## src/hw/rtl/qsd_pkg.sv

```systemverilog
// ----------------------------------------------------------------------------
// qsd_pkg
// Shared types and constants of the quadrature step decoder.
// ----------------------------------------------------------------------------
`default_nettype none

package qsd_pkg;

    localparam int unsigned PIN_IDX_W   = 4;
    localparam int unsigned HIST_W      = 8;
    localparam int unsigned TIME_W      = 32;
    localparam int unsigned PERIOD_W    = 16;
    localparam int unsigned SPEED_W     = 16;
    localparam int unsigned TALLY_W     = 16;
    localparam int unsigned CFG_DATA_W  = 16;
    localparam int unsigned CFG_IDX_W   = 1;

    localparam int unsigned SPEED_SCALE = 1000;
    // tally * 1000 fits in tally width plus ceil(log2(1000)) bits
    localparam int unsigned PROD_W      = TALLY_W + $clog2(SPEED_SCALE);
    localparam int unsigned DIV_CNT_W   = $clog2(PROD_W + 1);

    localparam logic [PERIOD_W-1:0] PERIOD_RESET = PERIOD_W'(100);
    localparam logic [SPEED_W-1:0]  SPEED_MAX    = '1;
    localparam logic [TALLY_W-1:0]  TALLY_MAX    = '1;

    // Bit i set when transition index i is a legal quadrature move
    localparam logic [15:0] VALID_MOVE = 16'h6996;

    localparam logic [HIST_W-1:0] CODE_A = 8'h17;
    localparam logic [HIST_W-1:0] CODE_B = 8'h2B;

    typedef enum logic [CFG_IDX_W-1:0] {
        CFG_PERIOD   = 1'b0,
        CFG_POLARITY = 1'b1
    } cfg_index_t;

    typedef enum logic [2:0] {
        S_IDLE,
        S_CHECK,
        S_MUL,
        S_DIV,
        S_STEP
    } state_t;

    typedef struct packed {
        logic busy;
        logic done;
    } div_status_t;

endpackage : qsd_pkg

`default_nettype wire

```

## src/hw/rtl/qsd_sample_if.sv

```systemverilog
// ----------------------------------------------------------------------------
// qsd_sample_if
// Input channel: one sample of both encoder pins plus millisecond time.
// ----------------------------------------------------------------------------
`default_nettype none

interface qsd_sample_if;
    logic                              valid;
    logic                              ready;
    logic                              clk_level;
    logic                              dt_level;
    logic [qsd_pkg::TIME_W-1:0]        time_ms;

    modport source (output valid, output clk_level, output dt_level, output time_ms,
                    input ready);
    modport sink   (input valid, input clk_level, input dt_level, input time_ms,
                    output ready);
endinterface : qsd_sample_if

`default_nettype wire

```

## src/hw/rtl/qsd_step_if.sv

```systemverilog
// ----------------------------------------------------------------------------
// qsd_step_if
// Output channel: one decoded step with direction and speed.
// ----------------------------------------------------------------------------
`default_nettype none

interface qsd_step_if;
    logic                              valid;
    logic                              ready;
    logic                              direction;
    logic [qsd_pkg::SPEED_W-1:0]       steps_per_second;

    modport source (output valid, output direction, output steps_per_second,
                    input ready);
    modport sink   (input valid, input direction, input steps_per_second,
                    output ready);
endinterface : qsd_step_if

`default_nettype wire

```

## src/hw/rtl/qsd_div.sv

```systemverilog
// ----------------------------------------------------------------------------
// qsd_div
// Restoring divider, one quotient bit per cycle, saturating 16-bit quotient.
// ----------------------------------------------------------------------------
`default_nettype none

module qsd_div (
    input  wire logic                              clk,
    input  wire logic                              rst_n,
    input  wire logic                              start,
    input  wire logic [qsd_pkg::PROD_W-1:0]        dividend,
    input  wire logic [qsd_pkg::PERIOD_W-1:0]      divisor,
    output qsd_pkg::div_status_t                   status,
    output logic      [qsd_pkg::SPEED_W-1:0]       quotient
);

    // dividend bits shift out at the top while quotient bits shift in below
    logic [qsd_pkg::PROD_W-1:0]     dvd_reg, dvd_next;
    logic [qsd_pkg::PERIOD_W-1:0]   dsr_reg, dsr_next;
    logic [qsd_pkg::PERIOD_W-1:0]   rem_reg, rem_next;
    logic [qsd_pkg::DIV_CNT_W-1:0]  cnt_reg, cnt_next;
    logic                           busy_reg, busy_next;
    logic                           done_reg, done_next;

    logic [qsd_pkg::PERIOD_W:0]     rem_shift;
    logic [qsd_pkg::PERIOD_W:0]     rem_diff;
    logic                           q_bit;

    always_comb
    begin
        rem_shift = {rem_reg, dvd_reg[qsd_pkg::PROD_W-1]};
        rem_diff  = rem_shift - {1'b0, dsr_reg};
        q_bit     = (rem_shift >= {1'b0, dsr_reg});
    end

    always_comb
    begin
        dvd_next  = dvd_reg;
        dsr_next  = dsr_reg;
        rem_next  = rem_reg;
        cnt_next  = cnt_reg;
        busy_next = busy_reg;
        done_next = 1'b0;
        if (start)
        begin
            dvd_next  = dividend;
            dsr_next  = divisor;
            rem_next  = '0;
            cnt_next  = qsd_pkg::DIV_CNT_W'(qsd_pkg::PROD_W);
            busy_next = 1'b1;
        end
        else if (busy_reg)
        begin
            dvd_next = {dvd_reg[qsd_pkg::PROD_W-2:0], q_bit};
            rem_next = q_bit ? rem_diff[qsd_pkg::PERIOD_W-1:0]
                             : rem_shift[qsd_pkg::PERIOD_W-1:0];
            cnt_next = cnt_reg - 1'b1;
            if (cnt_reg == qsd_pkg::DIV_CNT_W'(1))
            begin
                busy_next = 1'b0;
                done_next = 1'b1;
            end
        end
    end

    always_ff @(posedge clk or negedge rst_n)
    begin
        if (!rst_n)
        begin
            cnt_reg  <= '0;
            busy_reg <= 1'b0;
            done_reg <= 1'b0;
        end
        else
        begin
            cnt_reg  <= cnt_next;
            busy_reg <= busy_next;
            done_reg <= done_next;
        end
    end

    always_ff @(posedge clk)
    begin
        dvd_reg <= dvd_next;
        dsr_reg <= dsr_next;
        rem_reg <= rem_next;
    end

    assign status.busy = busy_reg;
    assign status.done = done_reg;
    assign quotient    = (|dvd_reg[qsd_pkg::PROD_W-1:qsd_pkg::SPEED_W]) ? qsd_pkg::SPEED_MAX
                                                                  : dvd_reg[qsd_pkg::SPEED_W-1:0];

endmodule : qsd_div

`default_nettype wire

```

## src/hw/rtl/quadrature_step_decoder_with_speed.sv

```systemverilog
// ----------------------------------------------------------------------------
// quadrature_step_decoder_with_speed
// Table-checked quadrature decoder with a periodic steps-per-second estimate.
// ----------------------------------------------------------------------------
//
//  channel   dir   handshake      payload
//  samples   in    valid/ready    clk_level, dt_level, time_ms[31:0]
//  steps     out   valid/ready    direction, steps_per_second[15:0]
//  cfg       in    cfg_we         cfg_index (0 period, 1 polarity), cfg_data
//
//  A sample passes the idle, check and step states; a closing nonzero period
//  adds a multiply state and a 26-step restoring divide of tally*1000 by the
//  period, one quotient bit per cycle. A zero period closes with no divide.
//  samples.ready is high only while the sequencer is idle. A step waits in
//  its commit state while an earlier step is still held in the output
//  register. Reset brings the period to 100 ms and all decoder state to zero.
//
`default_nettype none

module quadrature_step_decoder_with_speed (
    input  wire logic                                clk,
    input  wire logic                                rst_n,
    qsd_sample_if.sink                               samples,
    qsd_step_if.source                               steps,
    input  wire logic                                cfg_we,
    input  wire logic [qsd_pkg::CFG_IDX_W-1:0]       cfg_index,
    input  wire logic [qsd_pkg::CFG_DATA_W-1:0]      cfg_data
);

    qsd_pkg::state_t                    state_reg, state_next;

    logic [qsd_pkg::PERIOD_W-1:0]       period_reg;
    logic                               polarity_reg;

    logic                               clk_lvl_reg;
    logic                               dt_lvl_reg;
    logic [qsd_pkg::TIME_W-1:0]         time_reg;

    logic [qsd_pkg::PIN_IDX_W-1:0]      tindex_reg;
    logic [qsd_pkg::HIST_W-1:0]         history_reg;
    logic [qsd_pkg::TALLY_W-1:0]        tally_reg;
    logic [qsd_pkg::TIME_W-1:0]         start_reg;
    logic [qsd_pkg::SPEED_W-1:0]        speed_reg;
    logic [qsd_pkg::PROD_W-1:0]         product_reg;

    logic                               out_valid_reg;
    logic                               out_dir_reg;
    logic [qsd_pkg::SPEED_W-1:0]        out_speed_reg;

    logic [qsd_pkg::TIME_W-1:0]         elapsed;
    logic                               period_hit;
    logic                               period_zero;
    logic [qsd_pkg::PIN_IDX_W-1:0]      tindex_new;
    logic [qsd_pkg::HIST_W-1:0]         history_new;
    logic                               move_ok;
    logic [qsd_pkg::HIST_W-1:0]         cw_code;
    logic [qsd_pkg::HIST_W-1:0]         ccw_code;
    logic                               hit_cw;
    logic                               hit_ccw;
    logic                               hit;
    logic                               step_go;
    logic [qsd_pkg::SPEED_W-1:0]        speed_step;

    logic                               accept;
    logic                               div_start;
    logic                               zero_load;
    logic                               div_load;
    logic                               step_commit;

    qsd_pkg::div_status_t               div_status;
    logic [qsd_pkg::SPEED_W-1:0]        div_quot;

    qsd_div u_div (
        .clk      (clk),
        .rst_n    (rst_n),
        .start    (div_start),
        .dividend (product_reg),
        .divisor  (period_reg),
        .status   (div_status),
        .quotient (div_quot)
    );

    always_comb
    begin
        elapsed     = time_reg - start_reg;
        period_hit  = (elapsed >= {{(qsd_pkg::TIME_W-qsd_pkg::PERIOD_W){1'b0}}, period_reg});
        period_zero = (period_reg == '0);
        tindex_new  = {tindex_reg[1:0], dt_lvl_reg, clk_lvl_reg};
        history_new = {history_reg[3:0], tindex_new};
        move_ok     = qsd_pkg::VALID_MOVE[tindex_new];
        cw_code     = polarity_reg ? qsd_pkg::CODE_B : qsd_pkg::CODE_A;
        ccw_code    = polarity_reg ? qsd_pkg::CODE_A : qsd_pkg::CODE_B;
        hit_cw      = move_ok && (history_new == cw_code);
        hit_ccw     = move_ok && (history_new == ccw_code);
        hit         = hit_cw || hit_ccw;
        // hold the commit while the previous step still sits in the output
        step_go     = !hit || !out_valid_reg || steps.ready;
        speed_step  = (speed_reg == '0) ? qsd_pkg::SPEED_W'(1) : speed_reg;
    end

    // next state
    always_comb
    begin
        state_next = state_reg;
        case (state_reg)
            qsd_pkg::S_IDLE:
            begin
                if (samples.valid)
                    state_next = qsd_pkg::S_CHECK;
            end
            qsd_pkg::S_CHECK:
            begin
                if (period_hit && !period_zero)
                    state_next = qsd_pkg::S_MUL;
                else
                    state_next = qsd_pkg::S_STEP;
            end
            qsd_pkg::S_MUL:
            begin
                state_next = qsd_pkg::S_DIV;
            end
            qsd_pkg::S_DIV:
            begin
                if (div_status.done)
                    state_next = qsd_pkg::S_STEP;
            end
            qsd_pkg::S_STEP:
            begin
                if (step_go)
                    state_next = qsd_pkg::S_IDLE;
            end
            default:
            begin
                state_next = qsd_pkg::S_IDLE;
            end
        endcase
    end

    // sequencer outputs
    always_comb
    begin
        samples.ready = 1'b0;
        div_start     = 1'b0;
        zero_load     = 1'b0;
        div_load      = 1'b0;
        step_commit   = 1'b0;
        case (state_reg)
            qsd_pkg::S_IDLE:  samples.ready = 1'b1;
            qsd_pkg::S_CHECK: zero_load     = period_hit && period_zero;
            qsd_pkg::S_MUL:   div_start     = 1'b1;
            qsd_pkg::S_DIV:   div_load      = div_status.done;
            qsd_pkg::S_STEP:  step_commit   = step_go;
            default:          samples.ready = 1'b0;
        endcase
    end

    assign accept = samples.valid && samples.ready;

    always_ff @(posedge clk or negedge rst_n)
    begin
        if (!rst_n)
        begin
            state_reg     <= qsd_pkg::S_IDLE;
            period_reg    <= qsd_pkg::PERIOD_RESET;
            polarity_reg  <= 1'b0;
            tindex_reg    <= '0;
            history_reg   <= '0;
            tally_reg     <= '0;
            start_reg     <= '0;
            speed_reg     <= '0;
            out_valid_reg <= 1'b0;
        end
        else
        begin
            state_reg <= state_next;

            if (cfg_we)
            begin
                case (cfg_index)
                    qsd_pkg::CFG_PERIOD:   period_reg   <= cfg_data[qsd_pkg::PERIOD_W-1:0];
                    qsd_pkg::CFG_POLARITY: polarity_reg <= cfg_data[0];
                    default:               polarity_reg <= polarity_reg;
                endcase
            end

            if (zero_load)
            begin
                speed_reg <= qsd_pkg::SPEED_MAX;
                tally_reg <= '0;
                start_reg <= time_reg;
            end
            else if (div_load)
            begin
                speed_reg <= div_quot;
                tally_reg <= '0;
                start_reg <= time_reg;
            end
            else if (step_commit)
            begin
                tindex_reg <= tindex_new;
                if (move_ok)
                    history_reg <= history_new;
                if (hit)
                begin
                    if (tally_reg != qsd_pkg::TALLY_MAX)
                        tally_reg <= tally_reg + 1'b1;
                    speed_reg <= speed_step;
                end
            end

            if (step_commit && hit)
                out_valid_reg <= 1'b1;
            else if (steps.ready)
                out_valid_reg <= 1'b0;
        end
    end

    always_ff @(posedge clk)
    begin
        if (accept)
        begin
            clk_lvl_reg <= samples.clk_level;
            dt_lvl_reg  <= samples.dt_level;
            time_reg    <= samples.time_ms;
        end
        if (state_reg == qsd_pkg::S_CHECK)
            product_reg <= qsd_pkg::PROD_W'(tally_reg) * qsd_pkg::PROD_W'(qsd_pkg::SPEED_SCALE);
        if (step_commit && hit)
        begin
            out_dir_reg   <= !hit_cw;
            out_speed_reg <= speed_step;
        end
    end

    assign steps.valid            = out_valid_reg;
    assign steps.direction        = out_dir_reg;
    assign steps.steps_per_second = out_speed_reg;

`ifndef SYNTHESIS
    a_busy_after_accept: assert property (@(posedge clk) disable iff (!rst_n)
        accept |=> !samples.ready)
        else $error("sample taken while previous sample still in work");

    a_speed_nonzero: assert property (@(posedge clk) disable iff (!rst_n)
        steps.valid |-> (steps.steps_per_second != '0))
        else $error("step reported with zero speed");

    a_div_done_in_div: assert property (@(posedge clk) disable iff (!rst_n)
        div_status.done |-> (state_reg == qsd_pkg::S_DIV))
        else $error("divider finished outside the divide state");

    a_idle_div_quiet: assert property (@(posedge clk) disable iff (!rst_n)
        (state_reg == qsd_pkg::S_IDLE) |-> !div_status.busy)
        else $error("divider still running while sequencer idle");

    a_div_start_nonzero: assert property (@(posedge clk) disable iff (!rst_n)
        div_start |-> (period_reg != '0))
        else $error("divider started with zero period");
`endif

endmodule : quadrature_step_decoder_with_speed

`default_nettype wire

```

## src/flat_wrapper.sv

```systemverilog
// flat-port wrapper written by rule: the top's interface ports become plain ports
module quadrature_step_decoder_with_speed_flat 
  (clk, rst_n, cfg_we, cfg_index, cfg_data, samples_valid, samples_clk_level, samples_dt_level, samples_time_ms, samples_ready, steps_valid, steps_direction, steps_steps_per_second, steps_ready);
  qsd_sample_if samples_i ();
  qsd_step_if steps_i ();
  input  wire logic clk;
  input  wire logic rst_n;
  input  wire logic cfg_we;
  input  wire logic [qsd_pkg::CFG_IDX_W-1:0] cfg_index;
  input  wire logic [qsd_pkg::CFG_DATA_W-1:0] cfg_data;
  input wire logic [$bits(samples_i.valid)-1:0] samples_valid;
  input wire logic [$bits(samples_i.clk_level)-1:0] samples_clk_level;
  input wire logic [$bits(samples_i.dt_level)-1:0] samples_dt_level;
  input wire logic [$bits(samples_i.time_ms)-1:0] samples_time_ms;
  output wire logic [$bits(samples_i.ready)-1:0] samples_ready;
  output wire logic [$bits(steps_i.valid)-1:0] steps_valid;
  output wire logic [$bits(steps_i.direction)-1:0] steps_direction;
  output wire logic [$bits(steps_i.steps_per_second)-1:0] steps_steps_per_second;
  input wire logic [$bits(steps_i.ready)-1:0] steps_ready;
  assign samples_i.valid = samples_valid;
  assign samples_i.clk_level = samples_clk_level;
  assign samples_i.dt_level = samples_dt_level;
  assign samples_i.time_ms = samples_time_ms;
  assign samples_ready = samples_i.ready;
  assign steps_valid = steps_i.valid;
  assign steps_direction = steps_i.direction;
  assign steps_steps_per_second = steps_i.steps_per_second;
  assign steps_i.ready = steps_ready;
  quadrature_step_decoder_with_speed u_core (.clk(clk), .rst_n(rst_n), .samples(samples_i), .steps(steps_i), .cfg_we(cfg_we), .cfg_index(cfg_index), .cfg_data(cfg_data));
endmodule
```

## config.mk

```make
export PLATFORM = sky130hd
export DESIGN_NAME = quadrature_step_decoder_with_speed_flat
export DESIGN_NICKNAME = d
export VERILOG_FILES = /design/src/hw/rtl/qsd_pkg.sv /design/src/hw/rtl/qsd_sample_if.sv /design/src/hw/rtl/qsd_step_if.sv /design/src/hw/rtl/qsd_div.sv /design/src/hw/rtl/quadrature_step_decoder_with_speed.sv /design/src/flat_wrapper.sv
export SDC_FILE = /design/constraint.sdc
export NUM_CORES = 1
export LEC_CHECK = 0
export BUFFER_PORTS_ARGS = -buffer_cell sky130_fd_sc_hd__buf_2
export CAP_MARGIN = 20
export CELL_PAD_IN_SITES_DETAIL_PLACEMENT = 1
export CELL_PAD_IN_SITES_GLOBAL_PLACEMENT = 1
export CORE_UTILIZATION = 30
export CTS_BUF_LIST = sky130_fd_sc_hd__clkbuf_2 sky130_fd_sc_hd__clkbuf_4 sky130_fd_sc_hd__clkbuf_8
export DETAILED_ROUTE_END_ITERATION = 6
export PLACE_DENSITY_LB_ADDON = 0.1
export SKIP_CTS_REPAIR_TIMING = 1
export SYNTH_ARGS = -nofsm -noshare
export SYNTH_HDL_FRONTEND = slang
export SYNTH_SLANG_ARGS = --single-unit
export TNS_END_PERCENT = 100
```

## constraint.sdc

```tcl
create_clock -name clk -period 8.9 [get_ports clk]
set_clock_uncertainty 0.2 [all_clocks]
set_input_delay 1.78 -clock clk [delete_from_list [all_inputs] [get_ports clk]]
set_output_delay 1.78 -clock clk [all_outputs]
set_load 0.01 [all_outputs]
```

# Word-level counts from Yosys, hierarchy flattened
# Memories as Yosys holds them, arrays and structs flattened.
# Cells that the tools add are included.
op_classes:
  n_mux: 39
  n_bitwise: 3
  shift: 0
  eq_ne: 11
  order_cmp: 3
  n_mul: 1
  reduce_logical: 30
  add_sub_neg: 4
  n_div: 0
ops:
  columns: ["op", "n"]
  rows:
  - ["16-bit 2-to-1 mux", 12]
  - ["32-bit 2-to-1 mux", 2]
  - ["26-bit 2-to-1 mux", 2]
  - ["32-bit by 16-bit >= comparator with 1-bit output", 1]
  - ["16-bit logical NOT", 2]
  - ["32-bit subtractor", 1]
  - ["16-bit by 7-bit multiplier with 23-bit output (second input constant)", 1]
  - ["17-bit by 16-bit >= comparator with 1-bit output", 1]
  - ["16-bit by 1-bit adder with 16-bit output (second input constant)", 1]
  - ["8-bit by 6-bit equality test with 1-bit output", 2]
  - ["16-bit != test (second input constant)", 1]
  - ["16-bit subtractor", 1]
  - ["3-bit one-hot mux with 5 select lines", 1]
  - ["1-bit 2-to-1 mux", 14]
  - ["3-bit 2-to-1 mux", 4]
  - ["6-bit 2-to-1 mux", 2]
  - ["5-bit 2-to-1 mux", 2]
  - ["10-bit OR reduction", 1]
  - ["3-bit AND reduction", 3]
  - ["3-bit nonzero test", 3]
  - ["3-bit by 2-bit equality test with 1-bit output (second input constant)", 2]
  - ["1-bit logical AND", 6]
  - ["2-bit AND reduction", 3]
  - ["2-bit nonzero test", 3]
  - ["12 further kinds", 20]
totals:
  mem_bits_ro: 16
  ff_bits: 230
  inputBits: 56
  latchBits: 0
  mem_count: 1
  mem_bits_rw: 0
  word_cells: 114
  output_inout_bits: 19
mem_list:
  columns: ["memory", "depth", "word_bits", "read_ports", "rd_ports_with_merged_regs", "wr", "line_no", "text"]
  rows:
  - ["(no name shown)", 16, 1, 1, 0, 0, "quadrature_step_decoder_with_speed.sv:90", "move_ok = qsd_pkg::VALID_MOVE[tindex_new];"]

# Logic depth before layout (Yosys ltp)
# Gate-level depths: netlist of the first run.
logic_depth:
  ltp_word: 11
  depth_mapped: 25
  ltp_nobuf: 23

# By module
# From an unflattened synthesis of the first run, not the netlist that was laid out.
hier_totals:
  cells_unflattened: 1520
  hier_area_um2: 15299.7
by_module_without_submodules:
  columns: ["mod", "cells_per_inst", "n_inst", "seq_area_each_um2", "area_each_um2"]
  rows:
  - ["quadrature_step_decoder_with_speed", 1175, 1, 4503.1, 11661.2]
  - ["qsd_div", 345, 1, 1756.7, 3638.5]

# Least setup slack after synthesis of the first run
# OpenSTA, ideal clock, no wires.
synth_timing:
  path_kind: "reg2reg"
  startpoint: "register u_core.tally_reg[0] (netlist name)"
  endpoint: "register u_core.product_reg[24] (netlist name) (data pin)"
  setup_slack_ps: 3525
  arrival_time_ps: 4918
  period_less_slack_ps: 5375
  required_ps: 8442
  setup_ps: 258
  stages_incl_launch_ff: 18
  cell_sequence: "dfrtp_1 fa_1 inv_1 fa_1 fa_1 inv_1 fa_1 ha_1 a21oi_1 nor2b_1 o21a_1 o41ai_1 o2111ai_1 a31oi_1 nor2b_1 o21a_1 o41a_1 xnor2_1"
synth_between:
  elab_chain_cells: 1
synth_rtl:
  columns: ["item", "line_no", "text"]
  rows:
  - ["start: declaration", "quadrature_step_decoder_with_speed.sv:41", "logic [qsd_pkg::TALLY_W-1:0] tally_reg;"]
  - ["start signal: assignment", "quadrature_step_decoder_with_speed.sv:206", "tally_reg <= tally_reg + 1'b1;"]
  - ["16-bit by 7-bit multiplier with 23-bit output", "quadrature_step_decoder_with_speed.sv:227", "product_reg <= qsd_pkg::PROD_W'(tally_reg) * qsd_pkg::PROD_W'(qsd_pkg::SPEED_SCALE);"]
  - ["end signal: assignment", "quadrature_step_decoder_with_speed.sv:227", null]
  - ["end: declaration", "quadrature_step_decoder_with_speed.sv:44", "logic [qsd_pkg::PROD_W-1:0] product_reg;"]
# Every way passes these cells.
# A chain may end at the register's enable or synchronous reset.

# Worst setup path after layout of the first run
layout_timing:
  startpoint: "register u_core.start_reg[1] (netlist name)"
  endpoint: "register u_core.start_reg[26] (netlist name)"
layout_between:
  elab_chain_cells: 5
layout_rtl:
  columns: ["item", "line_no", "text"]
  rows:
  - ["start: declaration", "quadrature_step_decoder_with_speed.sv:42", "logic [qsd_pkg::TIME_W-1:0] start_reg;"]
  - ["start signal: assignment", "quadrature_step_decoder_with_speed.sv:190", "start_reg <= time_reg;"]
  - ["start signal: assignment", "quadrature_step_decoder_with_speed.sv:196", "start_reg <= time_reg;"]
  - ["32-bit subtractor *", "quadrature_step_decoder_with_speed.sv:85", "elapsed = time_reg - start_reg;"]
  - ["32-bit by 16-bit >= comparator with 1-bit output *", "quadrature_step_decoder_with_speed.sv:86", "period_hit = (elapsed >= {{(qsd_pkg::TIME_W-qsd_pkg::PERIOD_W){1'b0}}, period_reg});"]
  - ["1-bit logical AND *", "quadrature_step_decoder_with_speed.sv:149", "qsd_pkg::S_CHECK: zero_load = period_hit && period_zero;"]
  - ["1-bit 2-to-1 mux *", "quadrature_step_decoder_with_speed.sv:147", "case (state_reg)"]
  - ["32-bit 2-to-1 mux / 2-bit nonzero test (equally long branches)", null, null]
# Every way passes the cells marked *; elsewhere a longest branch is shown, timed or not.

==> results of run 1 <==
[worst min-delay path by stage]
| stage | from | cells after the start | slack, ps | to |
|---|---|---|---|---|
| 6_report | u_core.u_div.rem_reg[15]$_SDFFE_PP0P_ | 2 | 280 | u_core.u_div.rem_reg[15]$_SDFFE_PP0P_ |
| 5_1_grt | u_core.speed_reg[10]$_DFFE_PN0P_ | 0 | 300 | u_core.steps.steps_per_second[10]$_DFFE_PP_ |
| 4_1_cts | u_core.u_div.rem_reg[15]$_SDFFE_PP0P_ | 2 | 280 | u_core.u_div.rem_reg[15]$_SDFFE_PP0P_ |
| 3_5_place_dp | u_core.u_div.rem_reg[15]$_SDFFE_PP0P_ | 2 | 270 | u_core.u_div.rem_reg[15]$_SDFFE_PP0P_ |
| 3_3_place_gp | u_core.u_div.rem_reg[15]$_SDFFE_PP0P_ | 2 | 250 | u_core.u_div.rem_reg[15]$_SDFFE_PP0P_ |
| 2_1_floorplan | u_core.u_div.rem_reg[15]$_SDFFE_PP0P_ | 2 | 240 | u_core.u_div.rem_reg[15]$_SDFFE_PP0P_ |
[per-layer routing]
metal / vias up / wire [µm]
li1: 4727 / -
met1: 4696 / 17960
met2: 97 / 14980
met3: 47 / 1120
met4: 0 / 645
met5: - / 0
[area by class of cell]
| class | count | area [µm²] | share of cell area (%) |
|---|---|---|---|
| Clock inverter | 26 | 227.7 | 1.410 |
| Sequential cell | 230 | 6260 | 38.77 |
| Inverter | 101 | 379.1 | 2.348 |
| Tap cell | 607 | 759.5 | 4.704 |
| Clock buffer | 58 | 754.5 | 4.673 |
| Multi-Input combinational cell | 913 | 7313 | 45.29 |
| Timing Repair Buffer | 82 | 452.9 | 2.805 |
[layout by cell type (no fill, tap or decap), drive strengths merged, types with 10 or more instances in the layout]
| cell type | count |
|---|---|
| clkbuf | 58 |
| nand4 | 15 |
| clkinv | 21 |
| nor2 | 79 |
| a21o | 26 |
| fa | 56 |
| xnor2 | 49 |
| o21a | 16 |
| nand3 | 19 |
| nor2b | 17 |
| o21ai | 51 |
| and3 | 12 |
| and2 | 10 |
| mux2i | 15 |
| xor2 | 17 |
| a21oi | 61 |
| ha | 119 |
| edfxtp | 116 |
| nor3 | 24 |
| dfrtp | 95 |
| nor4 | 14 |
| buf | 82 |
| inv | 102 |
| dfxtp | 16 |
| nand2 | 150 |
| o22a | 11 |
| mux2 | 43 |
| nand2b | 11 |
[tightest hold or removal path, stage by stage (launching register included)]
cell       delay, ps
dfxtp_1          310
inv_1             50
o2bb2ai_1         60
[power groups by stage]
stage          combinational (µW)  clock [µW]  sequential (µW)
5_1_grt                      2180        1270             1720
3_5_place_dp                 1900           0             1700
2_1_floorplan                1500           0             1620
6_report                     1900        1170             1680
3_3_place_gp                 1890           0             1700
4_1_cts                      1920        1230             1690
[per-stage QoR]
| stage | worst slack (ps) | cell area [µm²] | instances | hold slack, ps | power [µW] |
|---|---|---|---|---|---|
| floorplan | 3525 | 14170 | 1290 | 236.1 | 3118 |
| global placement | 3233 | 15140 | 1932 | 254.3 | 3589 |
| detailed placement | 2974 | 15140 | 1932 | 269.4 | 3605 |
| CTS | 2970 | 16120 | 2016 | 278.5 | 4838 |
| global route | 2498 | 16150 | 2017 | 295.2 | 5162 |
| finish | 3042 | 16150 | 2017 | 275.9 | 4750 |
[cell families (layout without fill, tap and decap cells)]
| kind of cell | count (synthesis) | after routing | synth area share [%] |
|---|---|---|---|
| AND/OR/NAND/NOR | 376 | 376 | 12.56 |
| buffers and inverters | 147 | 267 | 4.282 |
| multiplexers | 58 | 58 | 5.245 |
| adder cells (fa/ha/maj) | 175 | 175 | 18.42 |
| AO/OA/AOI/OAI | 238 | 238 | 11.25 |
| XOR/XNOR | 66 | 66 | 4.079 |
| flip-flops | 230 | 230 | 44.17 |
==> flow_metrics.py, run 1 <==
metrics = {
    "run_status": {
        "status": "finished clean",
    },
    "clocking": {
        "clkTransAtPathRegs_ps": 60,
        "cts_root_buf": "clkbuf_8",
        "clk_path_buf_depth": 3,
        "clk_latency_ps": 610,
        "htreeDepth": 2,
        "cts_tree": "yes",
        "clkSinkCount": 230,
        "cts_made_buffers": 45,
    },
    "yosys": {
        "synthesis.nets": 1521,
        "synth_edf_count": 116,
        "syn_area_mm2": 0.01417,
        "avgSynthCellArea_um2": 10.99,
        "synth_area_leaders": "edfxtp_1 25%, dfrtp_1 17%, ha_1 11%, fa_1 7.9%, nand2_1 4.0%",
        "ys_warn_count": 0,
        "ys_ff_latch": 230,
        "synth.most_common_cell": "nand2_1",
        "synthArstFlopShare_pct": 42.61,
        "yosys.area.top_type": "edfxtp_1",
        "synth_cell_types": 73,
        "synthFlopType": "edfxtp_1",
        "synthCells": 1290,
        "synth_common_cells": "150 x nand2_1, 119 x ha_1, 116 x edfxtp_1",
        "ys_seq_area_share_pct": 44.17,
        "synth_top_area_share_pct": 24.58,
    },
    "floorplanning": {
        "die_x_um": 219.3,
        "coreArea_mm2": 0.04656,
        "rows": 79,
        "initial_utilization_pct": 30.44,
        "dieArea_mm2": 0.04811,
        "boundaryPins": 75,
        "die_h_um": 219.3,
    },
    "sta": {
        "final-hold-violation-count": 0,
        "tightest_slew_ps": 1053,
        "setup_violations": 0,
        "tns_ps": 0,
        "fmax_ghz": 0.1707,
        "slew_violations": 0,
        "period_needed_ps": 5858,
        "rsz0062_at_grt": "false",
        "min_period_over_period_pct": 65.82,
        "slew_headroom_pct": 29.83,
    },
    "worst_hold_path": {
        "hp-class": "reg -> reg",
    },
    "worst_setup_path": {
        "r2r-start": "u_core.start_reg[1]$_DFFE_PN0N_",
        "cpMaxStageDelayCell": "a21o_4",
        "cp_cell_sequence": "inv_1, ha_1, nor2b_1, o21ai_0, nor2_1, nor3b_1, nor2b_1, o21a_1, o21a_1, o21ai_0, a21boi_0, ha_1, a21o_1, a21o_1, a21oi_1, o221ai_1, or4_1, a21oi_1, nand4_1, nor4_2, nand4_2, a21o_4, mux2_4",
        "arrival_ps": 6150,
        "cp_num_cells": 23,
        "critPathTopFamily": "compound AO/OA/AOI/OAI gates",
        "cpPeakStageDelay_ps": 560,
        "critPathLaunchType": "flip-flop",
        "reg2regPathDepth": 23,
        "reg2reg_to": "u_core.start_reg[26]$_DFFE_PN0N_",
        "endpoint_kind": "flip-flop",
        "crit_path_start": "u_core.start_reg[1]$_DFFE_PN0N_",
        "cp-endpoint": "u_core.start_reg[26]$_DFFE_PN0N_",
        "worst-path-buf-inv": 1,
        "required_ps": 9190,
        "critPathMaxFanout": 58,
        "r2r_setup_slack_ps": 3040,
        "critical_path_class": "reg -> reg",
    },
    "global_route": {
        "gr-total-overflow": 0,
        "grt_pass1_vias": 10330,
        "gr-usage-met2_pct": 22.75,
        "grt_util_met1_pct": 21.77,
        "grt_pass1_wl_um": 57100,
        "antenna_found_initial": 0,
        "grt_max_degree": 59,
        "busiest_layer": "met2",
        "track_usage_pct": 15.08,
        "globalRouteMet3Util_pct": 2.952,
    },
    "layout": {
        "nets": 1604,
        "fin_util_pct": 34.68,
        "drive_gt1_share_pct": 15.46,
        "fillCellCount": 5123,
        "area_growth_pct": 13.94,
        "antenna_cells": 0,
    },
    "routing": {
        "routedWlPerCell_um": 17.21,
        "ant_nets": 0,
        "routed_via_density": 4.743,
        "drt-pass1-iter-count": 4,
        "route.detailed.drc": 0,
        "drt_iter0_drc": 389,
        "wl_um": 34710,
        "num_vias": 9567,
    },
    "placed_design": {
        "dp_hpwl_um": 25650,
        "gp_congestion": 0.7852,
        "io_buffer_count": 74,
    },
    "power": {
        "p_leak_uw": 0.007120,
        "p_per_area_mw_per_mm2": 294.2,
        "vdd_drop_max_v": 0.0002033,
        "seq_power_share_pct": 35.3,
        "power_frac_comb_pct": 40.0,
        "power_switching_uw": 1757,
        "switching_share_pct": 37.00,
        "p_int_uw": 2992,
        "p_clk_share_pct": 24.6,
    },
    "job": {
        "maxCapViolations": 0,
    },
}
No activity file was read; power rests on OpenSTA's default activity.
==> run 2, diff against run 1 <==
==> constraint.sdc (replaced) <==
create_clock -name clk -period 5.21 [get_ports clk]
set_clock_uncertainty 0.2 [all_clocks]
set_input_delay 1.042 -clock clk [delete_from_list [all_inputs] [get_ports clk]]
set_output_delay 1.042 -clock clk [all_outputs]
set_load 0.01 [all_outputs]
==> flow_metrics.py, run 2 (synthesized netlist as in run 1, its figures left out) <==
metrics = {
    "floorplanning": {
        "rows": 79,
        "dieArea_mm2": 0.04811,
        "die_x_um": 219.3,
        "die_h_um": 219.3,
        "coreArea_mm2": 0.04656,
        "initial_utilization_pct": 30.44,
        "boundaryPins": 75,
    },
    "clocking": {
        "htreeDepth": 2,
        "clkTransAtPathRegs_ps": 50,
        "clkSinkCount": 230,
        "clk_latency_ps": 620,
        "cts_tree": "yes",
        "cts_root_buf": "clkbuf_8",
        "clk_path_buf_depth": 3,
        "cts_made_buffers": 44,
    },
    "power": {
        "p_per_area_mw_per_mm2": 485.6,
        "switching_share_pct": 36.39,
        "power_frac_comb_pct": 41.3,
        "power_switching_uw": 2998,
        "p_leak_uw": 0.007504,
        "p_int_uw": 5239,
        "seq_power_share_pct": 34.6,
        "p_clk_share_pct": 24.1,
        "vdd_drop_max_v": 0.0002274,
    },
    "placed_design": {
        "io_buffer_count": 74,
        "dp_hpwl_um": 26500,
        "dp_cells": 1984,
        "gp_congestion": 0.7793,
        "place_area_mm2": 0.01556,
    },
    "global_route": {
        "grt_pass1_vias": 10580,
        "track_usage_pct": 15.03,
        "grt_pass1_wl_um": 56940,
        "gr-total-overflow": 0,
        "antenna_found_initial": 0,
        "grt_max_degree": 47,
    },
    "routing": {
        "routed_via_density": 4.762,
        "num_vias": 9914,
        "ant_nets": 0,
        "routedWlPerCell_um": 17.02,
        "drt-pass1-iter-count": 4,
        "wl_um": 35440,
        "route.detailed.drc": 0,
        "drt_iter0_drc": 376,
    },
    "worst_setup_path": {
        "reg2regPathDepth": 18,
        "endpoint_kind": "flip-flop",
        "arrival_ps": 5230,
        "cpMaxStageDelayCell": "fa_1",
        "critPathLaunchType": "flip-flop",
        "critPathMaxFanout": 4,
        "required_ps": 5350,
        "cpPeakStageDelay_ps": 570,
        "cp-endpoint": "u_core.product_reg[25]$_DFFE_PN_",
        "cpMostUsedCell": "fa_1",
        "critical_path_class": "reg -> reg",
        "r2r-start": "u_core.tally_reg[1]$_DFFE_PN0P_",
        "r2r_setup_slack_ps": 120,
        "crit_path_start": "u_core.tally_reg[1]$_DFFE_PN0P_",
        "cp_cell_sequence": "fa_1, inv_1, fa_1, fa_1, inv_1, fa_1, ha_4, nand2_2, o21ai_2, o41ai_2, buf_4, o21ai_2, o211ai_1, nand3_1, o41a_1, a21oi_2, o21bai_1, xnor2_1",
        "reg2reg_to": "u_core.product_reg[25]$_DFFE_PN_",
    },
    "layout": {
        "area_growth_pct": 19.68,
        "instances_no_fill": 2082,
        "fin_util_pct": 36.43,
        "layout_common_cells": "148 x nand2_1, 116 x edfxtp_1, 114 x ha_1",
        "drive_gt1_share_pct": 21.97,
        "nets": 1670,
        "antenna_cells": 0,
        "final_area_mm2": 0.01696,
        "final_common_cell": "nand2_1",
    },
    "sta": {
        "final-hold-violation-count": 0,
        "fmax_ghz": 0.1963,
        "tightest_slew_ps": 910.4,
        "hold_ws_ps": 264.6,
        "setup_violations": 0,
        "rsz0062_at_grt": "true",
        "min_period_over_period_pct": 97.78,
        "slew_violations": 0,
        "slew_headroom_pct": 39.31,
        "period_needed_ps": 5095,
    },
    "run_status": {
        "status": "finished clean",
    },
    "worst_hold_path": {
        "hp-class": "reg -> reg",
        "holdPathStages": 2,
    },
    "job": {
        "maxCapViolations": 0,
    },
}
run 2: changes by cell type in the layout (fill, tap and decap cells not counted), moves of 3 or more:
cell | before | now
buf_4 | 8 | 69
a21oi_1 | 59 | 51
a21oi_2 | 2 | 9
clkbuf_4 | 7 | 13
ha_1 | 119 | 114
ha_4 | 0 | 5
o21ai_0 | 51 | 46
clkinv_1 | 11 | 7
clkinv_2 | 10 | 6
o21ai_2 | 0 | 4
clkbuf_16 | 0 | 3
run 2: how the worst min path moves through the flow:
stage,from,slack [ps],to
floorplan,u_core.u_div.rem_reg[15]$_SDFFE_PP0P_,240,u_core.u_div.rem_reg[15]$_SDFFE_PP0P_
global placement,u_core.u_div.rem_reg[15]$_SDFFE_PP0P_,250,u_core.u_div.rem_reg[15]$_SDFFE_PP0P_
detailed placement,u_core.u_div.rem_reg[15]$_SDFFE_PP0P_,260,u_core.u_div.rem_reg[15]$_SDFFE_PP0P_
CTS,rst_n,240,u_core.tally_reg[7]$_DFFE_PN0P_
global route,rst_n,270,u_core.tally_reg[7]$_DFFE_PN0P_
finish,u_core.u_div.rem_reg[15]$_SDFFE_PP0P_,260,u_core.u_div.rem_reg[15]$_SDFFE_PP0P_
run 2: final cells by class:
| cell class | count | area [µm²] |
|---|---|---|
| sequential | 230 | 6261 |
| clock buffer | 62 | 772.0 |
| multi-input combinational | 913 | 7545 |
| tap | 607 | 759.5 |
| fill | 5134 | 29600 |
| inverter | 101 | 379.1 |
| clock inverter | 20 | 222.7 |
| timing repair buffer | 149 | 1021 |
run 2: critical path, delay by kind of cell, from the launching register on:
| family | cells | cell delay [ps] |
|---|---|---|
| XOR/XNOR | 1 | 140 |
| adder cells (fa/ha/maj) | 5 | 2320 |
| buffers and inverters | 3 | 270 |
| AND/OR/NAND/NOR | 2 | 190 |
| flip-flops | 1 | 440 |
| AO/OA/AOI/OAI | 7 | 1270 |
run 2: power groups by stage:
stage / sequential [µW] / combinational, µW / clock [µW]
global placement: 2880 / 3300 / 0
floorplan: 2760 / 2570 / 0
global route: 2920 / 3870 / 2150
detailed placement: 2890 / 3330 / 0
finish: 2850 / 3400 / 1990
CTS: 2860 / 3360 / 2090
run 2: stage by stage:
step	setup TNS [ps]	worst slack, ps	total power, µW
6_report	0	115.4	8237
5_1_grt	-893.5	-96.62	8942
4_1_cts	-11260	-260.8	8308
3_5_place_dp	-8349	-212.7	6216
3_3_place_gp	-1519	-51.77	6175
2_1_floorplan	0	22.76	5328
run 2: routing by layer:
layer	GRT usage (%)	up-vias	part of all wire [%]
met2	23.09	114	44
li1	-	4867	-
met1	21.28	4883	50
met4	5.093	0	2.2
met3	2.481	50	3.1
met5	0	-	0
